==> src/assert_macros.svh <==
`ifndef ASSERT_MACROS_SVH
`define ASSERT_MACROS_SVH

// Check on every clock edge outside reset.
`define HPET_ASSERT(label, prop, msg) \
  label: assert property (@(posedge clk_i) disable iff (!rst_ni) prop) else $error(msg);

// Check on every clock edge, reset included.
`define HPET_ASSERT_ALWAYS(label, prop, msg) \
  label: assert property (@(posedge clk_i) prop) else $error(msg);

`endif

==> src/hpet_pkg.sv <==
package hpet_pkg;

  localparam int MAX_BINS    = 64;
  localparam int BIN_W       = $clog2(MAX_BINS);
  localparam int COUNT_WIDTH = 32;
  localparam int TOTAL_W     = 32;
  localparam int NB_W        = 7;
  localparam int MINS_W      = 16;
  localparam int DATA_W      = 32;
  localparam int CFG_IDX_W   = 3;

  localparam int LOG_E_W     = 5;
  localparam int FRAC_W      = 16;
  localparam int LOG_W       = LOG_E_W + FRAC_W;
  localparam int MANT_W      = 31;
  localparam int PROD_W      = COUNT_WIDTH + LOG_W;
  localparam int SUM_W       = 60;
  localparam int QUO_W       = 28;
  localparam int DVSR_W      = SUM_W + 1;
  localparam int ENT_W       = 19;
  localparam int STEP_W      = 5;

  localparam logic [COUNT_WIDTH-1:0] COUNT_MAX = '1;
  localparam logic [TOTAL_W-1:0]     TOTAL_MAX = '1;
  localparam logic [ENT_W-1:0]       ENT_MAX   = '1;

  localparam logic [DATA_W-1:0] RANGE_LOW_RST  = 32'hFFFF_0000;
  localparam logic [DATA_W-1:0] RANGE_HIGH_RST = 32'h0001_0000;
  localparam logic [DATA_W-1:0] UNIT_SPAN      = 32'h0001_0000;
  localparam logic [NB_W-1:0]   BINS_RST       = 7'd64;
  localparam logic [NB_W-1:0]   BINS_MIN       = 7'd2;

  localparam logic KIND_RECORD = 1'b0;
  localparam logic KIND_CLEAR  = 1'b1;

  typedef enum logic [CFG_IDX_W-1:0] {
    REG_RANGE_LOW   = 3'd0,
    REG_RANGE_HIGH  = 3'd1,
    REG_BINS_IN_USE = 3'd2,
    REG_MIN_SAMPLES = 3'd3
  } cfg_reg_e;

  typedef struct packed {
    logic                    start;
    logic [SUM_W-1:0]        dividend;
    logic [DVSR_W-1:0]       divisor;
    logic [STEP_W-1:0]       steps;
  } div_req_t;

  typedef struct packed {
    logic             done;
    logic [QUO_W-1:0] quo;
  } div_rsp_t;

  typedef struct packed {
    logic                   start;
    logic [COUNT_WIDTH-1:0] x;
  } log_req_t;

  typedef struct packed {
    logic             done;
    logic [LOG_W-1:0] res;
  } log_rsp_t;

endpackage

==> src/hpet_log.sv <==
module hpet_log (
  input  logic                clk_i,
  input  logic                rst_ni,
  input  hpet_pkg::log_req_t  req_i,
  output hpet_pkg::log_rsp_t  rsp_o
);
  import hpet_pkg::*;

  logic                 busy_q, done_q, zero_q;
  logic [STEP_W-1:0]    cnt_q;
  logic [LOG_E_W-1:0]   e_q, e_c;
  logic [MANT_W-1:0]    m_q, m_d;
  logic [FRAC_W-1:0]    frac_q;
  logic [2*MANT_W-1:0]  norm_c, sq_c;
  logic [MANT_W:0]      t_c;

  always_comb begin
    e_c = '0;
    for (int i = 0; i < COUNT_WIDTH; i++) begin
      if (req_i.x[i]) e_c = LOG_E_W'(i);
    end
    norm_c = {req_i.x, (MANT_W-1)'(0)} >> e_c;
  end

  assign sq_c = (2*MANT_W)'(m_q) * (2*MANT_W)'(m_q);
  assign t_c  = sq_c[2*MANT_W-1:MANT_W-1];
  assign m_d  = t_c[MANT_W] ? t_c[MANT_W:1] : t_c[MANT_W-1:0];

  always_ff @(posedge clk_i or negedge rst_ni) begin
    if (!rst_ni) begin
      busy_q <= 1'b0;
      done_q <= 1'b0;
      cnt_q  <= '0;
    end else begin
      done_q <= 1'b0;
      if (req_i.start) begin
        busy_q <= 1'b1;
        cnt_q  <= STEP_W'(FRAC_W);
      end else if (busy_q) begin
        cnt_q <= cnt_q - STEP_W'(1);
        if (cnt_q == STEP_W'(1)) begin
          busy_q <= 1'b0;
          done_q <= 1'b1;
        end
      end
    end
  end

  always_ff @(posedge clk_i) begin
    if (req_i.start) begin
      m_q    <= norm_c[MANT_W-1:0];
      e_q    <= e_c;
      zero_q <= (req_i.x == '0);
      frac_q <= '0;
    end else if (busy_q) begin
      m_q    <= m_d;
      frac_q <= {frac_q[FRAC_W-2:0], t_c[MANT_W]};
    end
  end

  assign rsp_o.done = done_q;
  assign rsp_o.res  = zero_q ? '0 : {e_q, frac_q};

endmodule

==> config.mk <==
export PLATFORM = sky130hd
export DESIGN_NAME = hpet_log
export DESIGN_NICKNAME = d
export VERILOG_FILES = /design/src/assert_macros.svh /design/src/hpet_pkg.sv /design/src/hpet_log.sv
export SDC_FILE = /design/constraint.sdc
export NUM_CORES = 2
export LEC_CHECK = 0
export BUFFER_PORTS_ARGS = -buffer_cell sky130_fd_sc_hd__buf_2
export CAP_MARGIN = 25
export CORE_ASPECT_RATIO = 0.5
export CORE_MARGIN = 2
export CORE_UTILIZATION = 50
export DETAILED_ROUTE_END_ITERATION = 16
export PLACE_DENSITY = 0.71
export SLEW_MARGIN = 20
export SYNTH_ARGS = -nofsm -noshare
export SYNTH_HDL_FRONTEND = slang
export SYNTH_SLANG_ARGS = --single-unit
==> constraint.sdc <==
create_clock -name clk_i -period 11.1 [get_ports clk_i]
set_clock_uncertainty 0.05 [all_clocks]
set_input_delay 1.11 -clock clk_i [delete_from_list [all_inputs] [get_ports clk_i]]
set_output_delay 1.11 -clock clk_i [all_outputs]
set_load 0.05 [all_outputs]
==> results.toml <==
[job]
maxCapViolations = 0

[drt]
antenna_left = 0
count_of_routing_violations_after_the_opening_detailed_route_iteration = 1593
post_drt_via_cell_ratio = 5.44
total_vias_in_the_final_route = 22613
drt-wirelength-per-cell_um = 19.2
first_pass_iters = 6
route.detailed.drc = 0
finalWirelength_mm = 80.0

[global_route]
globalRoute.totalOverflow = 0
grt_pass1_vias = 25008
antenna_found_initial = 1
largest_net_degree_at_the_start_of_global_routing = 73
grt_pass1_wl_mm = 133
global_route.usage.total = 0.264

[floorplan]
initial_standard_cell_utilization_of_the_core = 0.508
die_area_mm2 = 0.0647
chipWidth_um = 358
fp.dieH_um = 181
io-pin-count = 57
row_count = 64
fp.coreArea_mm2 = 0.0615

[yosys]
synth_simple_gate_area_frac = 0.126
synth_nets = 4409
synthFlopType = "sky130_fd_sc_hd__edfxtp_1"
synth.area.mux_share = 0.0221
yosys_warnings = 0
avgSynthCellArea_um2 = 9.31
synth_area_leaders = "sky130_fd_sc_hd__fa_1, sky130_fd_sc_hd__inv_1, sky130_fd_sc_hd__ha_1"
synth_top_area_share = 0.478
synthAdderAreaFrac = 0.587
yosys.cell_count.top_type = "sky130_fd_sc_hd__inv_1"
synthesized_netlist_cell_count = 3357
synth-edff-count = 37
synth_top_cells_by_count = "sky130_fd_sc_hd__inv_1, sky130_fd_sc_hd__fa_1, sky130_fd_sc_hd__nand2_1, sky130_fd_sc_hd__ha_1, sky130_fd_sc_hd__and2_1"
netlist-cell-type-count = 92
synthXorXnorAreaFrac = 0.0146
synth_area_leader_cell = "sky130_fd_sc_hd__fa_1"
synth_top_family_by_area = "adder cells"
seq_area_frac_synth = 0.0514
postSynth.asyncResetShare = 0.117
syn-cell-area_mm2 = 0.0313
synth_compound_area_frac = 0.0695
synth.ff_latch_count = 60

[placement]
port-buffer-count = 56
gpl.final_weighted_congestion = 0.939
dp.final_hpwl_mm = 65.7
dp_slack_ps = 1840

[layout]
antenna-diode-count = 0
finalCoreUtilization = 0.531
number_of_inserted_filler_cells_in_the_final_layout = 5557
drive_above_1_share = 0.0504
area_delta_synth_final_pct = 4.48
design.final.nets = 4381

[setup_path]
worstRegToRegCells = 25
timing.reg2reg.setup_slack_ps = 1680
timing.rr.start = "m_q[7]$_DFFE_PP_"
worstReg2RegEnd = "m_q[16]$_DFFE_PP_"
crit_end = "m_q[16]$_DFFE_PP_"
crit_path_required_time_ps = 11050
timing.critical_path.to_type = "flop"
cp_data_arrival_time_ps = 9360
setup.worst_path.start = "m_q[7]$_DFFE_PP_"
setup.worst_path.class = "reg -> reg"
critical_path.startpoint_type = "flop"
worstPathMaxFanout = 28

[timing]
worst_slew_margin_rel = 0.284
worstMarginPinSlew_ps = 1070
hold_viol = 0
unrepaired_setup_endpoints_after_global_routing = "false"
slew_violations = 0
tns_ps = 0
setup_ws_ps = 1680
clock.fmax_mhz = 106
min_period_over_period = 0.849
period_needed_ps = 9420
setup_viol = 0

[clock_tree]
clock-sinks = 60
tritoncts.num_buffers = 9
cts_hold_repair.buffers = 0
clock_path_buffers = 2
cts_htree_levels = 3
clk_pin_slew_worst_paths_ps = 60
worstSkewPairLatency_ps = 340
postCtsSetupBuffers = 0
cts-root-buf = "sky130_fd_sc_hd__clkbuf_16"
post_cts_resize_count = 0
cts_tree = "built"

[outcome]
outcome = "completed"

[hold_path]
worstHoldPathCells = 2
worstHoldPathType = "reg -> reg"
metal layers:
metal	vias to the layer above	global-route usage	routed length (um)
met4	0	0.0798	2810
met3	204	0.0480	6490
met2	901	0.447	39100
met1	11481	0.345	31500
met5	-	0	0
li1	10027	-	-
stage by stage:
step / hold slack [ps] / cell area [um2] / std cells
after floorplan: 402 / 31300 / 3357
after global placement: 424 / 32300 / 4140
after detailed placement: 436 / 32300 / 4142
after CTS: 453 / 32600 / 4158
after global routing: 508 / 32700 / 4159
final: 462 / 32700 / 4159
registers in the layout, indices dropped and copies added, names as in the netlist:
register and cells:
zero_q 1, busy_q 1, frac_q 16, cnt_q 5
e_q 5, done_q 1, m_q 31
cells by family (layout without fill, tap and decap cells):
kind of cell,after synthesis,count (layout)
AO/OA/AOI/OAI,304,304
XOR/XNOR,52,52
adder cells (fa/ha/maj),1017,1017
buffers and inverters,1062,1039
flip-flops,60,60
multiplexers,63,63
AND/OR/NAND/NOR,799,799
area by class of cell:
class                      instances  area [um2]  share of cell area
multi-input combinational       2235       25600               0.784
inverter                         926        3480               0.107
sequential                        60        1610              0.0492
tap                              825        1030              0.0316
timing repair buffer              97         611              0.0187
clock buffer                      12         279             0.00854
clock inverter                     4        52.6             0.00161
worst min-delay path by stage:
stage | from | to | slack [ps]
3_3_place_gp | frac_q[15]$_SDFFE_PP0P_ | frac_q[15]$_SDFFE_PP0P_ | 420
5_1_grt | frac_q[8]$_SDFFE_PP0P_ | frac_q[8]$_SDFFE_PP0P_ | 510
4_1_cts | frac_q[15]$_SDFFE_PP0P_ | frac_q[15]$_SDFFE_PP0P_ | 450
6_report | frac_q[15]$_SDFFE_PP0P_ | frac_q[15]$_SDFFE_PP0P_ | 460
2_1_floorplan | frac_q[15]$_SDFFE_PP0P_ | frac_q[15]$_SDFFE_PP0P_ | 400
3_5_place_dp | frac_q[15]$_SDFFE_PP0P_ | frac_q[15]$_SDFFE_PP0P_ | 440
critical path: stages (launching register included):
cell                        delay (ps)
sky130_fd_sc_hd__edfxtp_1          880
sky130_fd_sc_hd__buf_4             390
sky130_fd_sc_hd__inv_1             190
sky130_fd_sc_hd__nor2_1            240
sky130_fd_sc_hd__inv_1              90
sky130_fd_sc_hd__fa_1              360
sky130_fd_sc_hd__inv_1              80
sky130_fd_sc_hd__fa_1              440
sky130_fd_sc_hd__fa_1              520
sky130_fd_sc_hd__inv_1              50
sky130_fd_sc_hd__fa_1              470
sky130_fd_sc_hd__inv_1              50
sky130_fd_sc_hd__fa_1              490
sky130_fd_sc_hd__fa_1              460
sky130_fd_sc_hd__fa_1              540
sky130_fd_sc_hd__fa_1              420
sky130_fd_sc_hd__ha_1              360
sky130_fd_sc_hd__a2111oi_0         480
sky130_fd_sc_hd__nand3_1           240
sky130_fd_sc_hd__a31o_2            350
sky130_fd_sc_hd__o21ai_2           220
sky130_fd_sc_hd__and4_4            270
sky130_fd_sc_hd__o21a_1            170
sky130_fd_sc_hd__or2_1             760
sky130_fd_sc_hd__nand2_1           140
sky130_fd_sc_hd__o311ai_0          340
cell usage in the layout, fill, tap and decap left out, drive strengths merged, types with 16 or more instances in the layout:
| cell | instances |
|---|---|
| buf | 97 |
| xor2 | 19 |
| nor2b | 37 |
| xnor2 | 33 |
| and2 | 200 |
| dfxtp | 16 |
| nand3 | 50 |
| a21o | 33 |
| o21ai | 52 |
| inv | 924 |
| and3 | 16 |
| fa | 747 |
| nor2 | 110 |
| mux2i | 50 |
| a211oi | 16 |
| a21oi | 69 |
| ha | 270 |
| nor3 | 24 |
| nand2 | 312 |
| edfxtp | 37 |
Power is not shown: default switching activity piles up to over one toggle a cycle in this logic, so the estimate is an artifact.
