<file path="src/assert_macros.svh">
`ifndef ASSERT_MACROS_SVH
`define ASSERT_MACROS_SVH

// Check on every clock edge outside reset.
`define HPET_ASSERT(label, prop, msg) \
  label: assert property (@(posedge clk_i) disable iff (!rst_ni) prop) else $error(msg);

// Check on every clock edge, reset included.
`define HPET_ASSERT_ALWAYS(label, prop, msg) \
  label: assert property (@(posedge clk_i) prop) else $error(msg);

`endif

</file>
<file path="src/hpet_pkg.sv">
package hpet_pkg;

  localparam int MAX_BINS    = 64;
  localparam int BIN_W       = $clog2(MAX_BINS);
  localparam int COUNT_WIDTH = 32;
  localparam int TOTAL_W     = 32;
  localparam int NB_W        = 7;
  localparam int MINS_W      = 16;
  localparam int DATA_W      = 32;
  localparam int CFG_IDX_W   = 3;

  localparam int LOG_E_W     = 5;
  localparam int FRAC_W      = 16;
  localparam int LOG_W       = LOG_E_W + FRAC_W;
  localparam int MANT_W      = 31;
  localparam int PROD_W      = COUNT_WIDTH + LOG_W;
  localparam int SUM_W       = 60;
  localparam int QUO_W       = 28;
  localparam int DVSR_W      = SUM_W + 1;
  localparam int ENT_W       = 19;
  localparam int STEP_W      = 5;

  localparam logic [COUNT_WIDTH-1:0] COUNT_MAX = '1;
  localparam logic [TOTAL_W-1:0]     TOTAL_MAX = '1;
  localparam logic [ENT_W-1:0]       ENT_MAX   = '1;

  localparam logic [DATA_W-1:0] RANGE_LOW_RST  = 32'hFFFF_0000;
  localparam logic [DATA_W-1:0] RANGE_HIGH_RST = 32'h0001_0000;
  localparam logic [DATA_W-1:0] UNIT_SPAN      = 32'h0001_0000;
  localparam logic [NB_W-1:0]   BINS_RST       = 7'd64;
  localparam logic [NB_W-1:0]   BINS_MIN       = 7'd2;

  localparam logic KIND_RECORD = 1'b0;
  localparam logic KIND_CLEAR  = 1'b1;

  typedef enum logic [CFG_IDX_W-1:0] {
    REG_RANGE_LOW   = 3'd0,
    REG_RANGE_HIGH  = 3'd1,
    REG_BINS_IN_USE = 3'd2,
    REG_MIN_SAMPLES = 3'd3
  } cfg_reg_e;

  typedef struct packed {
    logic                    start;
    logic [SUM_W-1:0]        dividend;
    logic [DVSR_W-1:0]       divisor;
    logic [STEP_W-1:0]       steps;
  } div_req_t;

  typedef struct packed {
    logic             done;
    logic [QUO_W-1:0] quo;
  } div_rsp_t;

  typedef struct packed {
    logic                   start;
    logic [COUNT_WIDTH-1:0] x;
  } log_req_t;

  typedef struct packed {
    logic             done;
    logic [LOG_W-1:0] res;
  } log_rsp_t;

endpackage

</file>
<file path="src/hpet_div.sv">
module hpet_div (
  input  logic                clk_i,
  input  logic                rst_ni,
  input  hpet_pkg::div_req_t  req_i,
  output hpet_pkg::div_rsp_t  rsp_o
);
  import hpet_pkg::*;

  logic                busy_q, done_q;
  logic [STEP_W-1:0]   cnt_q;
  logic [SUM_W-1:0]    rem_q;
  logic [DVSR_W-1:0]   d_q;
  logic [QUO_W-1:0]    q_q;
  logic                ge_c;

  assign ge_c = DVSR_W'(rem_q) >= d_q;

  always_ff @(posedge clk_i or negedge rst_ni) begin
    if (!rst_ni) begin
      busy_q <= 1'b0;
      done_q <= 1'b0;
      cnt_q  <= '0;
    end else begin
      done_q <= 1'b0;
      if (req_i.start) begin
        busy_q <= 1'b1;
        cnt_q  <= req_i.steps;
      end else if (busy_q) begin
        cnt_q <= cnt_q - STEP_W'(1);
        if (cnt_q == STEP_W'(1)) begin
          busy_q <= 1'b0;
          done_q <= 1'b1;
        end
      end
    end
  end

  always_ff @(posedge clk_i) begin
    if (req_i.start) begin
      rem_q <= req_i.dividend;
      d_q   <= req_i.divisor;
      q_q   <= '0;
    end else if (busy_q) begin
      if (ge_c) rem_q <= rem_q - SUM_W'(d_q);
      d_q <= d_q >> 1;
      q_q <= {q_q[QUO_W-2:0], ge_c};
    end
  end

  assign rsp_o.done = done_q;
  assign rsp_o.quo  = q_q;

endmodule

</file>
<file path="config.mk">
export PLATFORM = sky130hd
export DESIGN_NAME = hpet_div
export DESIGN_NICKNAME = d
export VERILOG_FILES = /design/src/assert_macros.svh /design/src/hpet_pkg.sv /design/src/hpet_div.sv
export SDC_FILE = /design/constraint.sdc
export NUM_CORES = 1
export LEC_CHECK = 0
export BUFFER_PORTS_ARGS = -buffer_cell sky130_fd_sc_hd__buf_4
export CAP_MARGIN = 20
export CORE_MARGIN = 2
export CORE_UTILIZATION = 52
export CTS_CLUSTER_DIAMETER = 50
export DETAILED_ROUTE_END_ITERATION = 12
export MAX_ROUTING_LAYER = met4
export PLACE_DENSITY = 0.77
export SLEW_MARGIN = 25
export SYNTH_ARGS = -nofsm -noshare
export SYNTH_HDL_FRONTEND = slang
export SYNTH_SLANG_ARGS = --single-unit
</file>
<file path="constraint.sdc">
create_clock -name clk_i -period 4.05 [get_ports clk_i]
set_input_delay 0.2025 -clock clk_i [delete_from_list [all_inputs] [get_ports clk_i]]
set_output_delay 0.2025 -clock clk_i [all_outputs]
set_load 0.005 [all_outputs]
</file>
==> impl_metrics.toml, run 1 <==
[synthesis]
synth_common_cells = "nand2_1 (170), o21ai_0 (129), edfxtp_1 (121), inv_1 (84), a21oi_1 (70)"
postSynthAreaPerCell_sq_um = 9.096
syn-cell-area_sq_mm = 0.01009
yosysWarnings = 0
yosysMostFrequentCell = "nand2_1"
synth_edf_count = 121
ys_types = 76
syn_nets = 1301
ys_async_sr_fraction = 0.04487
synth_top_area_share = 0.3602
synthFlopType = "edfxtp_1"
synth_seq_area_share = 0.4331
ys_ff_latch = 156
synth_top_cell_by_area = "edfxtp_1"
synth_cells = 1109
synth.area.top_cells = "edfxtp_1 (36%), ha_1 (7.7%), o21ai_0 (6.4%)"

[global_routing]
met3_usage = 0.03823
antenna_found_initial = 0
grt_use_met2 = 0.4057
grt_max_degree = 137
grt_usage = 0.2542
grt_remaining_overflow = 0
use_met1 = 0.3356
busiest_layer = "met2"
grt_pass1_wl_mm = 39.98
first_global_vias = 8121

[critical_path]
crit_path_end_kind = "flop"
crit_arrival_ns = 3.55
cp_max_fo = 20
crit_type = "flop to flop"
rrSetupSlack_ns = 0.62
setup.worst_path.end = "rem_q[34]"
r2r-start = "rem_q[9]"
required_ns = 4.17
worstRegToRegCells = 11
reg2reg_to = "rem_q[34]"
cp-start-kind = "flop"
critPathLaunch = "rem_q[9]"

[sta]
grt_setup_unrepaired = "false"
fmax_ghz = 0.2916
hold_ws_ns = 0.04065
drv_slew = 0
hold_viol_final = 0
setup_viol = 0
setup_slack_ns = 0.6205
slew_headroom = 0.4326
fin_setup_tns_ns = 0
skew_ns = 0.01163
worstMarginPinSlew_ns = 0.8510
period_minus_slack_ns = 3.430
period_share = 0.8468

[routing]
drt_iter0_markers = 676
dr.pass1.iters = 8
drc_errors = 0
num_vias = 8548
wirelength_mm = 25.04
vias_per_cell = 5.668
wl_per_cell_um = 16.60
drtAntennaViolNets = 0

[cells_and_area]
nets = 1427
drive_gt1_frac = 0.1875
areaGrowthSynthToFinish_pct = 19.91
diodes = 0
fin_util = 0.6402

[clock_network]
ctsResizeCount = 0
cts-root-buf = "clkbuf_16"
hold_buffers = 6
cts.sinks = 156
cts_buffer_depth = 2
cts_made_buffers = 17
htree_levels = 4
clk_latency_ns = 0.44
clkSlewWorstSetupHoldPaths_ns = 0.08
cts_tree = "built"
post-cts-setup-buffers = 0

[floorplanning]
pin_count = 158
dieHeight_um = 143.3
die_area_sq_mm = 0.02053
rows = 50
start_util = 0.5339
chipWidth_um = 143.3
core_area_sq_mm = 0.01889

[run]
cap_viol_max_count = 0

[hold_path]
min_path_type = "input port to flop"
min_path_cells = 3

[placed_design]
place_ws_ns = 0.6522
port_buffers = 157
hpwl_mm = 18.36
place.gp.congestion = 0.9460

[pwr]
power.density_mw_per_mm2 = 735.4
leakage_uw = 0.005329
vdd_drop_max_uv = 364.0

[run_status]
outcome = "completed"
## stage by stage
step           instance area, sq um  cells  power [uW]
2_1_floorplan                 10090   1109        6019
5_1_grt                       12100   1508        9500
4_1_cts                       12100   1508        8856
6_report                      12100   1508        8895
3_3_place_gp                  11410   1470        7068
3_5_place_dp                  11410   1470        7113
## flip-flops by register name, indices dropped and copies added, names as in the netlist
| name | flops |
|---|---|
| done_q | 1 |
| rem_q | 60 |
| busy_q | 1 |
| cnt_q | 5 |
| q_q | 28 |
| d_q | 61 |
## layout make-up
type,instances,area (sq um)
fillers,1603,6798
well taps,260,325.3
multi-input cells,806,5152
clock inverters,15,198.9
flip-flops and latches,156,4370
clock buffers,17,425.4
inverters,84,315.3
repair buffers,170,1308
## layer usage
metal,share of wire,vias to the layer above,routed length (um)
met5,0,-,0
met4,0.019,0,487
met3,0.058,41,1444
met2,0.47,277,11680
met1,0.46,4002,11420
li1,-,4228,-
## power breakdown
part / internal [uW] / switching [uW] / total, uW
registers: 2310 / 143 / 2450
logic: 1880 / 2880 / 4760
clock network: 860 / 820 / 1680
## critical path, stage by stage, from the launching register on
cell and delay (ns):
edfxtp_1 0.37, ha_1 0.43, and4_1 0.30, nand3_1 0.13, a211oi_2 0.20, nor2_1 0.13
o31ai_4 0.32, a21bo_2 0.24, a21boi_2 0.09, o41ai_2 0.38, a21o_2 0.22, buf_4 0.29
## how the worst min path moves through the flow
stage	startpoint	end
after floorplan	rst_ni	busy_q
after global placement	rst_ni	done_q
after detailed placement	rst_ni	done_q
after CTS	req_i[37]	d_q[32]
after global routing	req_i[12]	d_q[7]
final	req_i[11]	d_q[6]
## placed cells by master, fill, tap and decap left out, drive strengths merged, types with 20 or more instances in the layout
cell type  count
xor2          20
mux2i         27
inv           96
xnor2         38
dfxtp         28
buf          164
nand4         25
nand2        170
o21ai        152
a21oi         72
edfxtp       121
a21o          29
nor2          64
ha            62
## cells by family (layout without fill, tap and decap cells)
logic type | count (synthesis) | in the layout | synth area share
buffers and inverters | 147 | 286 | 0.05644
adder cells (fa/ha/maj) | 63 | 63 | 0.07889
multiplexers | 31 | 31 | 0.03126
XOR/XNOR | 58 | 58 | 0.05036
flip-flops | 156 | 156 | 0.4331
AND/OR/NAND/NOR | 319 | 319 | 0.1425
AO/OA/AOI/OAI | 335 | 335 | 0.2074
No activity file was read; power rests on OpenSTA's default activity.
==> run 2: changes to the inputs <==
ABC_AREA = 1   (was unset)
CORE_UTILIZATION = 54   (was 52)
PLACE_DENSITY = 0.78   (was 0.77)
clock period = 3.1 ns   (was 4.05 ns; I/O delays follow)
==> run 2 against run 1 <==
The run now ends with hold timing left. Wire length grew 49%. Power grew 49%. Sequential share of layout area shrank 5.9 points. First-iteration DRC count grew 42%. Worst hold slack lost 0.041 ns. Non-clock buffer count grew 49. Final area grew 20%. Fmax grew 19%. Utilization grew 2.9 points. Via count grew 37%. Clock power grew 32%. Critical path type unchanged. Largest cell class unchanged. Highest routed layer unchanged.
==> impl_metrics.toml, run 2 <==
[cells_and_area]
final_common_cell = "nand2_1"
areaGrowthSynthToFinish_pct = 22.58
nets = 2167
multi_input_area_sq_mm = 0.005914
register_area_sq_mm = 0.004369
diodes = 0
drive_gt1_frac = 0.1353
final_cell_count_no_fill = 2268
regMostFlops = "d_q"
largest_reg_flops = 61
largestRegisters = "d_q (61), rem_q (60), q_q (28)"
nFillCells = 1875
layout_common_cells = "nand2_1 (678), inv_1 (342), buf_4 (160)"

[routing]
dr.pass1.iters = 5
drt_iter0_markers = 958
drtAntennaViolNets = 0
drc_errors = 0
wirelength_mm = 37.32
wl_per_cell_um = 16.45
vias_per_cell = 5.156
num_vias = 11690

[sta]
period_share = 0.9296
skew_ns = 0.01439
setup_viol = 0
hold_ws_ns = -0.0003579
slew_headroom = 0.4380
grt_setup_unrepaired = "false"
drv_slew = 0
fin_setup_tns_ns = 0
worstMarginPinSlew_ns = 0.8421
hold_viol_final = 1
fmax_ghz = 0.3470
period_minus_slack_ns = 2.882

[clock_network]
cts_tree = "built"
cts-root-buf = "clkbuf_16"
htree_levels = 4
clk_latency_ns = 0.44
cts_buffer_depth = 2
clkSlewWorstSetupHoldPaths_ns = 0.08
cts.sinks = 156
post-cts-setup-buffers = 0
ctsResizeCount = 0
cts_made_buffers = 17

[synthesis]
ys_ff_latch = 156
synth_common_cells = "nand2_1 (678), inv_1 (343), edfxtp_1 (121), nor2_1 (97), o21ai_0 (88)"
postSynthAreaPerCell_sq_um = 6.662
synth_edf_count = 121
syn_nets = 1963
synth_cells = 1771
yosysMostFrequentCell = "nand2_1"
synthFlopType = "edfxtp_1"
synth.area.top_cells = "edfxtp_1 (31%), nand2_1 (22%), inv_1 (11%)"
yosysWarnings = 0
ys_types = 41
syn-cell-area_sq_mm = 0.01180
ys_async_sr_fraction = 0.04487
synth_top_area_share = 0.3080
synth_seq_area_share = 0.3703
synth_top_cell_by_area = "edfxtp_1"

[run_status]
violations = "hold timing"
outcome = "complete, but fails checks"

[floorplanning]
die_area_sq_mm = 0.02305
pin_count = 158
core_area_sq_mm = 0.02162
rows = 54
dieHeight_um = 151.8
chipWidth_um = 151.8
start_util = 0.5457

[run]
cap_viol_max_count = 0

[global_routing]
grt_max_degree = 91
first_global_vias = 11380
grt_usage = 0.3332
grt_remaining_overflow = 0
grt_pass1_wl_mm = 59.34
antenna_found_initial = 0

[pwr]
vdd_drop_max_uv = 480.3
leakage_uw = 0.007567
power.density_mw_per_mm2 = 914.0

[critical_path]
cp_max_fo = 26
cp_common_cell = "nand2_1"
cp_cell_sequence = "inv_1 > ha_1 > nand2_1 > nor2_1 > nand2_1 > nor3_1 > nand3_1 > nand3_1 > nand2_1 > nand3_2 > buf_12"
cpPeakStageDelay_ns = 0.35
crit_type = "flop to flop"
required_ns = 3.23
cp_slowest_cell = "ha_1"
crit_path_end_kind = "flop"
cp-start-kind = "flop"
crit_arrival_ns = 3.02

[placed_design]
hpwl_mm = 28.83
dpl.cell_count = 2181
port_buffers = 157
place.gp.congestion = 1.057

[hold_path]
min_path_type = "input port to flop"
-- run 2: power by group --
| group | internal [uW] | total, uW | switching, uW |
|---|---|---|---|
| sequential | 3010 | 3200 | 195 |
| clock | 1110 | 2220 | 1120 |
| combinational | 2550 | 7790 | 5240 |
-- run 2: metal layers --
layer,up-vias,global-route usage,routed length [um]
met2,417,0.5322,17290
li1,5898,-,-
met4,0,0.09835,930
met3,57,0.04735,2301
met5,-,-,0
met1,5321,0.4443,16790
-- run 2: area by class of cell --
class / instances / area share
Sequential cell: 156 / 0.3021
Tap cell: 280 / 0.02422
Clock inverter: 15 / 0.01367
Timing Repair Buffer: 219 / 0.1260
Clock buffer: 17 / 0.02941
Multi-Input combinational cell: 1213 / 0.4089
Inverter: 368 / 0.09560
-- run 2: worst max-delay path: cells and delay by family (launching register included) --
family / cells / cell delay (ns)
adder cells (fa/ha/maj): 1 / 0.35
flip-flops: 1 / 0.34
AND/OR/NAND/NOR: 8 / 1.54
buffers and inverters: 2 / 0.32
-- run 2: cell families (layout without fill, tap and decap cells) --
| family | count (synthesis) | count (layout) | share of synthesized area |
|---|---|---|---|
| and+or+nand+nor | 948 | 948 | 0.3354 |
| DFF | 156 | 156 | 0.3703 |
| AOI/OAI and AO/OA | 181 | 181 | 0.08240 |
| buffers and inverters | 402 | 619 | 0.1288 |
| xor gates and xnor gates | 21 | 21 | 0.01559 |
| adders and majority gates | 63 | 63 | 0.06744 |
-- run 2: path summary, 6_finish.rpt --
kind / startpoint / end / slack, ns / depth (start not counted)
min in group asynchronous: rst_ni / cnt_q[1] / 0.05 / 2
setup / recovery: d_q[15] / rem_q[41] / 0.22 / 11
max in group asynchronous: rst_ni / cnt_q[4] / 2.92 / 2
hold reg to reg: q_q[27] / q_q[27] / 0.48 / 2
setup reg to reg: d_q[15] / rem_q[41] / 0.22 / 11
hold / removal: req_i[26] / d_q[21] / -0.0004 / 3
-- run 2: per-stage QoR --
step	total power (uW)	setup WS [ns]	instance area, sq um	utilization
floorplan	8612	0.1188	11800	-
global placement	10700	0.3875	13290	0.6146
detailed placement	10820	0.3073	13290	0.6146
CTS	13110	0.2759	14450	0.6685
global route	14270	0.05397	14460	0.6689
finish	13220	0.2182	14460	0.6689
-- run 2: timing repair --
item / in CTS / in global routing
hold buffers: 54 / 1
setup endpoints to repair: 0 / 0
hold endpoints to repair: 60 / 1
